## config.mk

```make
export PLATFORM = sky130hd
export DESIGN_NAME = osa_edit_distance_unit
export DESIGN_NICKNAME = d
export VERILOG_FILES = /design/src/rtl/osa_pkg.sv /design/src/rtl/osa_ctrl.sv /design/src/rtl/osa_datapath.sv /design/src/rtl/osa_edit_distance_unit.sv
export SDC_FILE = /design/constraint.sdc
export NUM_CORES = 2
export LEC_CHECK = 0
export BUFFER_PORTS_ARGS = -buffer_cell sky130_fd_sc_hd__buf_4
export CORE_MARGIN = 10
export CORE_UTILIZATION = 45
export DETAILED_ROUTE_END_ITERATION = 10
export GPL_ROUTABILITY_DRIVEN = 0
export PLACE_DENSITY = 0.69
export SYNTH_ARGS = -nofsm -noshare
export SYNTH_HDL_FRONTEND = slang
export SYNTH_HIERARCHICAL = 1
export SYNTH_SLANG_ARGS = --single-unit
```

## constraint.sdc

```tcl
create_clock -name clk -period 39.1 [get_ports clk]
set_input_delay 3.91 -clock clk [delete_from_list [all_inputs] [get_ports clk]]
set_output_delay 3.91 -clock clk [all_outputs]
set_load 0.05 [all_outputs]
```

## src/rtl/osa_pkg.sv

```systemverilog
`timescale 1ns / 1ps
`default_nettype none
// ----------------------------------------------------------------------------
// osa_pkg
// Shared constants, request codes and controller/datapath handshake types for
// the optimal string alignment distance unit.
// ----------------------------------------------------------------------------
package osa_pkg;

  localparam int MAX_LEN_DEF = 64;
  localparam int REQ_W       = 2;
  localparam int CHAR_W      = 8;
  localparam int DIST_W      = 7;
  localparam int DIST_MAX    = 127;

  localparam logic [REQ_W-1:0] REQ_APPEND = 2'd0;
  localparam logic [REQ_W-1:0] REQ_ROW    = 2'd1;
  localparam logic [REQ_W-1:0] REQ_FINISH = 2'd2;

  typedef struct packed {
    logic col_write;
    logic row_overflow;
    logic row_start;
    logic issue;
    logic commit;
    logic finish;
  } osa_cmd_t;

  typedef struct packed {
    logic row_full;
    logic col_empty;
    logic scan_last;
  } osa_stat_t;

endpackage

`default_nettype wire

```

## src/rtl/osa_ctrl.sv

```systemverilog
`timescale 1ns / 1ps
`default_nettype none
// ----------------------------------------------------------------------------
// osa_ctrl
// Sequencer: decodes requests, steps the datapath through one matrix row per
// string B byte and holds the result valid flag.
// ----------------------------------------------------------------------------
module osa_ctrl
  import osa_pkg::*;
(
  input  wire logic             clk,
  input  wire logic             rst,
  input  wire logic             req_valid,
  input  wire logic [REQ_W-1:0] req_type,
  output logic                  req_stall,
  output logic                  res_valid,
  input  wire logic             res_stall,
  input  wire osa_stat_t        stat,
  output osa_cmd_t              cmd
);

  typedef enum logic [1:0] {
    S_IDLE,
    S_SCAN,
    S_DRAIN
  } state_t;

  state_t state;
  state_t state_next;
  logic   accept;

  assign req_stall = (state != S_IDLE) || (res_valid && (req_type == REQ_FINISH));
  assign accept    = req_valid && !req_stall;

  always_comb begin
    cmd        = '0;
    state_next = state;
    case (state)
      S_IDLE: begin
        if (accept) begin
          case (req_type)
            REQ_APPEND: cmd.col_write = 1'b1;
            REQ_ROW: begin
              if (stat.row_full) begin
                cmd.row_overflow = 1'b1;
              end else begin
                cmd.row_start = 1'b1;
                state_next    = stat.col_empty ? S_DRAIN : S_SCAN;
              end
            end
            REQ_FINISH: cmd.finish = 1'b1;
            default: ;
          endcase
        end
      end
      S_SCAN: begin
        cmd.issue = 1'b1;
        if (stat.scan_last) begin
          state_next = S_DRAIN;
        end
      end
      S_DRAIN: begin
        cmd.commit = 1'b1;
        state_next = S_IDLE;
      end
      default: state_next = S_IDLE;
    endcase
  end

  always_ff @(posedge clk) begin
    if (rst) begin
      state     <= S_IDLE;
      res_valid <= 1'b0;
    end else begin
      state <= state_next;
      if (cmd.finish) begin
        res_valid <= 1'b1;
      end else if (!res_stall) begin
        res_valid <= 1'b0;
      end
    end
  end

  a_result_from_finish: assert property (@(posedge clk) disable iff (rst)
    $rose(res_valid) |-> $past(cmd.finish))
    else $error("result raised without a finish item");

  a_scan_needs_columns: assert property (@(posedge clk) disable iff (rst)
    (state == S_SCAN) |-> !stat.col_empty)
    else $error("row scan with empty string A");

  a_no_result_overwrite: assert property (@(posedge clk) disable iff (rst)
    cmd.finish |-> !res_valid)
    else $error("finish while previous result still pending");

endmodule

`default_nettype wire

```

## src/rtl/osa_datapath.sv

```systemverilog
`timescale 1ns / 1ps
`default_nettype none
// ----------------------------------------------------------------------------
// osa_datapath
// Column store, three rotating row banks and the single cell evaluator of the
// dynamic-programming matrix; one cell per cycle behind a registered read.
// ----------------------------------------------------------------------------
module osa_datapath
  import osa_pkg::*;
#(
  parameter int MAX_LEN = MAX_LEN_DEF
) (
  input  wire logic              clk,
  input  wire logic              rst,
  input  wire osa_cmd_t          cmd,
  input  wire logic [CHAR_W-1:0] char_in,
  output osa_stat_t              stat,
  output logic [DIST_W-1:0]      distance,
  output logic                   overflow
);

  localparam int AW    = $clog2(MAX_LEN);
  localparam int CW    = $clog2(MAX_LEN + 1);
  localparam int DEPTH = MAX_LEN + 1;
  localparam int OW    = (CW > DIST_W) ? CW : DIST_W;

  function automatic logic [1:0] next_bank(input logic [1:0] b);
    next_bank = (b == 2'd2) ? 2'd0 : b + 2'd1;
  endfunction

  logic [CHAR_W-1:0] col_mem [MAX_LEN];
  logic [CW-1:0]     row_mem [3][DEPTH];
  logic [CW-1:0]     bank_rd [3];

  logic [CW-1:0]     column_count;
  logic [CW-1:0]     row_count;
  logic [CHAR_W-1:0] last_ch;
  logic              overflow_seen;
  logic [1:0]        prev_sel;
  logic              cmp_valid;

  logic [CW-1:0]     j;
  logic [CW-1:0]     cmp_j;
  logic [CHAR_W-1:0] row_ch;
  logic [CHAR_W-1:0] col_rd;
  logic [CHAR_W-1:0] colc_prev;
  logic [CW-1:0]     cur_jm1;
  logic [CW-1:0]     prev_jm1;
  logic [CW-1:0]     final_dist;

  logic [1:0]        new_sel;
  logic [1:0]        older_sel;
  logic              col_full;
  logic              col_we;
  logic [CW-1:0]     j_m1;
  logic [CW-1:0]     older_addr;
  logic [CW-1:0]     row_val;
  logic              wr_en;
  logic [CW-1:0]     wr_addr;
  logic [CW-1:0]     wr_data;

  logic [CW-1:0]     prev_j;
  logic [CW-1:0]     older_v;
  logic [CW:0]       c_del;
  logic [CW:0]       c_ins;
  logic [CW:0]       c_sub;
  logic [CW:0]       c_tra;
  logic [CW:0]       m_a;
  logic [CW:0]       m_b;
  logic [CW:0]       m_c;
  logic              trans_ok;
  logic [CW-1:0]     best;

  logic [CW-1:0]     dist_base;
  logic [OW-1:0]     dist_ext;

  assign new_sel    = next_bank(prev_sel);
  assign older_sel  = next_bank(new_sel);
  assign col_full   = (column_count == CW'(MAX_LEN));
  assign col_we     = cmd.col_write && (row_count == '0) && !col_full;
  assign j_m1       = j - CW'(1);
  assign older_addr = (j > CW'(1)) ? j - CW'(2) : '0;
  assign row_val    = row_count + CW'(1);

  assign stat.row_full  = (row_count == CW'(MAX_LEN));
  assign stat.col_empty = (column_count == '0);
  assign stat.scan_last = (j == column_count);

  // cell evaluation; first row and the row before it are the index ramp
  assign prev_j  = (row_count == '0) ? cmp_j : bank_rd[prev_sel];
  assign older_v = (row_count == CW'(1)) ? cmp_j - CW'(2) : bank_rd[older_sel];

  assign c_del = {1'b0, prev_j} + (CW+1)'(1);
  assign c_ins = {1'b0, cur_jm1} + (CW+1)'(1);
  assign c_sub = {1'b0, prev_jm1} + (CW+1)'(col_rd != row_ch);
  assign c_tra = {1'b0, older_v} + (CW+1)'(1);

  assign trans_ok = (cmp_j > CW'(1)) && (row_count != '0)
                    && (col_rd == last_ch) && (colc_prev == row_ch);

  assign m_a  = (c_del < c_ins) ? c_del : c_ins;
  assign m_b  = (m_a < c_sub) ? m_a : c_sub;
  assign m_c  = (trans_ok && (c_tra < m_b)) ? c_tra : m_b;
  assign best = m_c[CW-1:0];

  assign wr_en   = cmd.row_start || cmp_valid;
  assign wr_addr = cmd.row_start ? '0 : cmp_j;
  assign wr_data = cmd.row_start ? row_val : best;

  assign dist_base = (row_count == '0) ? column_count : final_dist;
  assign dist_ext  = OW'(dist_base);

  always_ff @(posedge clk) begin
    if (col_we) begin
      col_mem[column_count[AW-1:0]] <= char_in;
    end
    if (cmd.issue) begin
      col_rd <= col_mem[j_m1[AW-1:0]];
    end
  end

  always_ff @(posedge clk) begin
    for (int b = 0; b < 3; b++) begin
      if (wr_en && (new_sel == 2'(b))) begin
        row_mem[b][wr_addr] <= wr_data;
      end
      if (cmd.issue) begin
        bank_rd[b] <= row_mem[b][(prev_sel == 2'(b)) ? j : older_addr];
      end
    end
  end

  always_ff @(posedge clk) begin
    if (rst) begin
      column_count  <= '0;
      row_count     <= '0;
      last_ch       <= '0;
      overflow_seen <= 1'b0;
      prev_sel      <= 2'd0;
      cmp_valid     <= 1'b0;
    end else begin
      cmp_valid <= cmd.issue;
      if (col_we) begin
        column_count <= column_count + CW'(1);
      end
      if ((cmd.col_write && (row_count == '0) && col_full) || cmd.row_overflow) begin
        overflow_seen <= 1'b1;
      end
      if (cmd.commit) begin
        prev_sel  <= next_bank(prev_sel);
        row_count <= row_val;
        last_ch   <= row_ch;
      end
      if (cmd.finish) begin
        column_count  <= '0;
        row_count     <= '0;
        last_ch       <= '0;
        overflow_seen <= 1'b0;
      end
    end
  end

  always_ff @(posedge clk) begin
    if (cmd.row_start) begin
      j          <= CW'(1);
      row_ch     <= char_in;
      cur_jm1    <= row_val;
      prev_jm1   <= row_count;
      final_dist <= row_val;
    end
    if (cmd.issue) begin
      j     <= j + CW'(1);
      cmp_j <= j;
    end
    if (cmp_valid) begin
      cur_jm1    <= best;
      prev_jm1   <= prev_j;
      colc_prev  <= col_rd;
      final_dist <= best;
    end
    if (cmd.finish) begin
      distance <= (dist_ext > OW'(DIST_MAX)) ? DIST_W'(DIST_MAX) : DIST_W'(dist_ext);
      overflow <= overflow_seen;
    end
  end

  a_issue_in_range: assert property (@(posedge clk) disable iff (rst)
    cmd.issue |-> (j != '0) && (j <= column_count))
    else $error("cell index outside string A");

  a_counts_bounded: assert property (@(posedge clk) disable iff (rst)
    (row_count <= CW'(MAX_LEN)) && (column_count <= CW'(MAX_LEN)))
    else $error("string length beyond limit");

  a_cell_bounded: assert property (@(posedge clk) disable iff (rst)
    cmp_valid |-> (m_c <= (CW+1)'(MAX_LEN)))
    else $error("matrix cell beyond limit");

endmodule

`default_nettype wire

```

## src/rtl/osa_edit_distance_unit.sv

```systemverilog
`timescale 1ns / 1ps
`default_nettype none
// ----------------------------------------------------------------------------
// osa_edit_distance_unit
// Optimal string alignment (restricted Damerau-Levenshtein) distance between
// two byte strings, loaded one byte per item, result on a finish item.
//
//   channel  signals                        fields
//   req      req_valid / req_stall          req_type, char_in
//   res      res_valid / res_stall          distance, overflow
//
// a string B byte builds one matrix row, one matrix cell per cycle through the
// single read port of each row bank; append, finish and unused codes build none.
// synchronous reset; no memory clearing pass, the first row is generated.
// req_stall is high while a row is being built, and for a finish item while
// the previous result is still waiting on res_stall.
// ----------------------------------------------------------------------------
module osa_edit_distance_unit
  import osa_pkg::*;
#(
  parameter int MAX_LEN = MAX_LEN_DEF
) (
  input  wire logic              clk,
  input  wire logic              rst,
  input  wire logic              req_valid,
  output logic                   req_stall,
  input  wire logic [REQ_W-1:0]  req_type,
  input  wire logic [CHAR_W-1:0] char_in,
  output logic                   res_valid,
  input  wire logic              res_stall,
  output logic [DIST_W-1:0]      distance,
  output logic                   overflow
);

  osa_cmd_t  cmd;
  osa_stat_t stat;

  osa_ctrl u_ctrl (
    .clk       (clk),
    .rst       (rst),
    .req_valid (req_valid),
    .req_type  (req_type),
    .req_stall (req_stall),
    .res_valid (res_valid),
    .res_stall (res_stall),
    .stat      (stat),
    .cmd       (cmd)
  );

  osa_datapath #(
    .MAX_LEN (MAX_LEN)
  ) u_datapath (
    .clk      (clk),
    .rst      (rst),
    .cmd      (cmd),
    .char_in  (char_in),
    .stat     (stat),
    .distance (distance),
    .overflow (overflow)
  );

endmodule

`default_nettype wire

```

== Word level (Yosys, flattened, before mapping) ==
Memory sizes are Yosys's and may differ from the RTL's. A register that Yosys moved wholly into a read port is not among the register bits.
Index checks and enable logic that the tools add are counted.
Storage, ports and cells
  bits in registers: 81
  bits in latches: 0
  bits in writable memories: 1898
  memory bits (read-only): 0
  input port bits: 14
  output and inout port bits: 10
  logic and storage cells: 166
  memories: 3
Cells by class
  add/subtract/negate cells: 12
  $mul: 0
  divide/modulo/power cells: 0
  $lt $le $gt $ge: 11
  eq/ne operators: 20
  shifts and indexed selects: 0
  multiplexer cells: 68
  bitwise operators: 4
  reductions and logical operators: 32
Memory list
  u_datapath.row_mem: words 3, bits a word 455, read ports 3, clocked after memory_dff 0, wr ports 1, RTL line osa_datapath.sv:32  | logic [CW-1:0] row_mem [3][DEPTH];
  u_datapath.col_mem: words 64, bits a word 8, read ports 1, clocked after memory_dff 1, wr ports 1, RTL line osa_datapath.sv:31  | logic [CHAR_W-1:0] col_mem [MAX_LEN];
  u_datapath.bank_rd: words 3, bits a word 7, read ports 2, clocked after memory_dff 1, wr ports 3, RTL line osa_datapath.sv:33  | logic [CW-1:0] bank_rd [3];
Operators with widths (number)
  455-bit 2-to-1 mux: 7
  455-bit OR reduction: 2
  7-bit 2-to-1 mux: 23
  7-bit binary-select mux with 7-bit select: 3
  7-bit demux with 7-bit select: 1
  8-bit >= comparator (second input constant): 4
  7-bit NOT with 8-bit output: 4
  7-bit by 1-bit adder with 8-bit output (second input constant): 3
  8-bit less-than comparator: 3
  2-bit 2-to-1 mux: 12
  7-bit by 1-bit adder with 7-bit output (second input constant): 3
  1-bit 2-to-1 mux: 17
  8-bit == test: 2
  8-bit 2-to-1 mux: 2
  7-bit == test (second input constant): 2
  7-bit by 1-bit > comparator with 1-bit output (second input constant): 2
  7-bit zero test: 2
  7-bit by 2-bit subtractor with 7-bit output (second input constant): 2
  1-bit logical AND: 13
  7-bit by 1-bit adder with 8-bit output: 1
  2-bit by 1-bit == test with 1-bit output (second input constant): 4
  2-bit == test (second input constant): 4
  2-bit zero test: 4
  8-bit by 1-bit less-than comparator with 1-bit output (second input constant): 1
  16 further kinds: 26

== Logic depth before layout (Yosys ltp) ==
  word-level depth: 17
  gate-level depth with buffers: 37
  gate-level depth less buffers: 35

== Hierarchy ==
Netlist, hierarchy kept.
By module, submodules not included
  osa_datapath: instances 1, cells each 5548, area each 82347.7 µm², seq. area each 59356.9 µm²
  osa_ctrl: instances 1, cells each 23, area each 209.0 µm², seq. area each 60.1 µm²

== Worst setup path before layout ==
Ideal clock, no wire load.
  kind: reg2reg
  start point: reg u_datapath.row_count[0]
  end point: mem u_datapath/row_mem[0][1003] (netlist bit), data pin
  setup time: 1.715 ns
  arrival: 14.194 ns
  required time: 37.385 ns
  slack: 23.191 ns
  cell stages (with the launch flop): 36
  path buffers: 2
  clock period less this slack: 15.909 ns
  cells stage by stage: dfxtp_1 inv_1 ha_1 or4b_1 buf_2 nor2_4 o21a_1 inv_1 ha_1 a21boi_0 a31oi_1 o21ai_0 and2_1 ha_1 and4_1 nand2_1 a311o_1 o21ai_2 mux2i_1 inv_1 ha_1 a21o_1 a21oi_1 nor2b_1 a31o_2 buf_2 nand2b_1 nand2_1 ha_1 a211oi_1 nor2_1 nor4b_1 o2111ai_1 nand2_1 mux2i_1 o21ai_0
On the way
  elaborated cells between the ends (all ways): 38
  classes of those cells: 3 x add/sub; 5 x order compare; 2 x eq/ne; 17 x mux; 1 x bitwise; 10 x reduce/logical
RTL lines
  from (decl): RTL line osa_datapath.sv:36  | logic [CW-1:0] row_count;
  from (signal assigned): RTL line osa_datapath.sv:151  | row_count <= row_val;
  7-bit zero test: RTL line osa_datapath.sv:90  | assign prev_j = (row_count == '0) ? cmp_j : bank_rd[prev_sel];
  7-bit 2-to-1 mux: RTL line osa_datapath.sv:90
  7-bit by 1-bit adder with 8-bit output: RTL line osa_datapath.sv:93  | assign c_del = {1'b0, prev_j} + (CW+1)'(1);
  8-bit less-than comparator: RTL line osa_datapath.sv:101  | assign m_a = (c_del < c_ins) ? c_del : c_ins;
  8-bit 2-to-1 mux: RTL line osa_datapath.sv:101
  8-bit less-than comparator: RTL line osa_datapath.sv:102  | assign m_b = (m_a < c_sub) ? m_a : c_sub;
  8-bit 2-to-1 mux: RTL line osa_datapath.sv:102
  8-bit less-than comparator: RTL line osa_datapath.sv:103  | assign m_c = (trans_ok && (c_tra < m_b)) ? c_tra : m_b;
  1-bit logical AND: RTL line osa_datapath.sv:103
  7-bit 2-to-1 mux: RTL line osa_datapath.sv:103
  7-bit 2-to-1 mux *: RTL line osa_datapath.sv:108  | assign wr_data = cmd.row_start ? row_val : best;
  named net u_datapath.wr_data[2]: RTL line osa_datapath.sv:60  | logic [CW-1:0] wr_data;
  455-bit 2-to-1 mux (no line)
  455-bit 2-to-1 mux (no line) *
  to (decl): RTL line osa_datapath.sv:32
Mark *: on every way through the listed nets, which the timed path passes. The rest lies on a longest branch.

== Worst setup path in the final report ==
  start point: reg u_datapath.row_count[0]
  end point: mem u_datapath/row_mem[0][538] (netlist bit), data pin
Same word-level chain as after synthesis.

==> metrics.cfg <==
[outcome]
status = completed

[setup_path]
required_ns = 39.66
cpPeakStageDelay_ns = 0.81
cpMaxStageDelayCell = buf_4
critPathMostFrequentCell = ha_1
endpoint_kind = flop
setup.worst_path.start_class = flop
criticalPathCategory = flop to flop
r2r-start = u_datapath/row_count[0]
crit_path_max_fanout = 76
arrival_ns = 11.17
worstSetupStartpoint = u_datapath/row_count[0]

[grt]
grt_pass1_wl_um = 322100
antenna_found_initial = 11
grt-ovfl-total = 0
grt_pass1_vias = 48157
grt.total_usage = 0.2117
grt_max_degree = 103

[cells_and_area]
regArea_um2 = 59420
final_cell_mix = edfxtp_1 (1958), nand2_1 (814), nor2_1 (279)
layout_commonest_cell = edfxtp_1
finalNetCount = 5572
layout-drive-gt1-share = 0.1210
fin_area_um2 = 91300
stdcell_count = 8068
fillers = 14861
final_util = 0.4997
syn_to_final_growth_pct = 10.59
multiInputGateArea_um2 = 21620

[sta]
worst_pin_slew_ns = 1.423
finalSetupViolCount = 0
hold_violations = 0
whs_ns = 0.4293
tns_ns = 0
fmax_mhz = 94.30
fin_ws_ns = 28.50
timing.final.crit_period_ns = 10.60
slew_viol_final = 0
min_period_over_period = 0.2712
rsz0062_at_grt = no
skew_ns = 0.06844
relSlewSlack = 0.04430

[detailed_routing]
drt_iter0_drc = 6709
drt_wl_total_um = 218500
ant_nets = 0
drc = 0
viasPerCell = 6.285
num_vias = 50706
wl_per_cell_um = 27.09
firstDrtPassIters = 8

[place]
portBuffers = 23
dp.cells = 7705
place_ws_ns = 28.76
dpl-instance-area_um2 = 85180
hpwl_um = 131400

[die]
die_x_um = 448.3
core_um2 = 182700
dieArea_um2 = 201000
die_h_um = 448.3
initial_core_util = 0.4519
ios = 24
row_count = 157

[power]
p_total_mw = 4.447
vdd_drop_max_v = 0.00004971
power.density_nw_per_um2 = 48.71
p_leak_nw = 29.20

[cts]
clk_latency_ns = 0.86
cts_sinks = 1989
path_clk_slew_ns = 0.06
cts_buffer_depth = 3
hold_buffers = 0
htreeDepth = 4
cts_tree = yes
cts_setup_buffers = 0
numCtsBuffers = 194
cts-resized-gates = 0
cts_root_buf = clkbuf_16

[logic_synthesis]
netlist_instances = 5571
synth_nets = 5624
synth-edff-count = 1958
synth_seq_cells = 1989
ys_warn_count = 6
ys.flop_type = edfxtp_1
ys_seq_area_frac = 0.7197
synth_cell_type_count = 91
synthArstFlopShare = 0
syn_area_per_cell_um2 = 14.82
syn_area_um2 = 82560

[flow_run]
max_cap_violations = 0

[worst_hold_path]
worstHoldStart = u_datapath/overflow_seen
min_path_type = flop to flop

==> cell type report <==
| type | count | area share |
|---|---|---|
| Multi-Input combinational cell | 3161 | 0.2368 |
| Tap cell | 2385 | 0.03269 |
| Inverter | 35 | 0.001439 |
| Timing Repair Buffer | 138 | 0.01140 |
| Clock inverter | 113 | 0.01073 |
| Antenna cell | 5 | 0.0001370 |
| Sequential cell | 1989 | 0.6508 |
| Clock buffer | 242 | 0.05596 |
==> cell families (layout without fill, tap and decap cells) <==
logic type | Yosys count | after routing | share of synthesized area
flip-flops | 1989 | 1989 | 0.7197
AND/OR/NAND/NOR | 1882 | 1882 | 0.1057
AO/OA/AOI/OAI | 819 | 819 | 0.07087
buffers and inverters | 421 | 528 | 0.02207
multiplexers | 339 | 339 | 0.06706
XOR/XNOR | 82 | 82 | 0.008699
adder cells (fa/ha/maj) | 39 | 39 | 0.005911
other | 0 | 5 | 0
==> critical path, delay by kind of cell (launching register included) <==
kind	cells	cell delay (ns)
compound gates	12	3.16
fa+ha+maj	5	1.28
buf+inv	5	1.63
flops	1	0.41
mux	3	1.19
simple gates	11	2.62
==> sequential cells by signal, summed over array words and instances (netlist names), named ones only <==
name,cells
u_datapath/last_ch,8
u_ctrl/res_valid,1
u_datapath/prev_jm1,7
u_datapath/distance,7
u_datapath/overflow_seen,1
u_datapath/cmp_j,7
u_datapath/j,7
u_datapath/overflow,1
u_datapath/cmp_valid,1
u_datapath/row_count,7
u_datapath/col_rd,8
u_datapath/colc_prev,8
u_datapath/prev_sel,2
u_datapath/column_count,7
u_datapath/row_ch,8
u_datapath/bank_rd,21
u_datapath/cur_jm1,7
u_datapath/row_mem,1365
u_ctrl/state,2
u_datapath/col_mem,512
==> power by group <==
part	internal, mW	total, mW	switching [mW]
clock	1.01	1.80	0.794
sequential	2.40	2.41	0.00243
combinational	0.0499	0.242	0.192
total	3.46	4.45	0.988
==> metal layers <==
metal  wire length [um]  track usage  up-vias
li1                   -            -    21684
met1              86040       0.2954    25678
met2             100300       0.3240     2835
met3              22930      0.04668      499
met4               9182      0.08436       10
met5                 63            0        -
==> cell usage after synthesis, types with 13 or more instances <==
| library cell | count | area share |
|---|---|---|
| a2111oi_0 | 40 | 0.0042 |
| a211oi_1 | 125 | 0.011 |
| a21oi_1 | 71 | 0.0043 |
| a221oi_1 | 13 | 0.0014 |
| a311oi_1 | 43 | 0.0046 |
| a31oi_1 | 100 | 0.0076 |
| a32oi_1 | 33 | 0.0035 |
| and3_1 | 166 | 0.013 |
| buf_1 | 40 | 0.0018 |
| buf_2 | 116 | 0.0070 |
| clkbuf_1 | 212 | 0.0096 |
| dfxtp_1 | 31 | 0.0075 |
| edfxtp_1 | 1958 | 0.71 |
| ha_1 | 39 | 0.0059 |
| inv_1 | 33 | 0.0015 |
| mux2_2 | 33 | 0.0045 |
| mux2i_1 | 138 | 0.017 |
| mux4_2 | 168 | 0.046 |
| nand2_1 | 824 | 0.037 |
| nand3_1 | 197 | 0.012 |
| nand4_1 | 77 | 0.0058 |
| nand4b_1 | 19 | 0.0020 |
| nor2_1 | 281 | 0.013 |
| nor3_1 | 196 | 0.012 |
| nor4_1 | 17 | 0.0013 |
| o211ai_1 | 14 | 0.0013 |
| o21ai_0 | 116 | 0.0070 |
| o221ai_1 | 49 | 0.0052 |
| o22ai_1 | 88 | 0.0067 |
| o31a_1 | 15 | 0.0016 |
| xnor2_1 | 30 | 0.0032 |
| xor2_1 | 52 | 0.0055 |
==> worst paths after layout <==
check,endpoint,cells after the start,slack [ns]
hold / removal,u_datapath/overflow,0,0.43
setup reg to reg,u_datapath/row_mem[0][538],36,28.50
hold reg to reg,u_datapath/overflow,0,0.43
setup / recovery,u_datapath/row_mem[0][538],36,28.50
(Power assumes the default switching activity.)
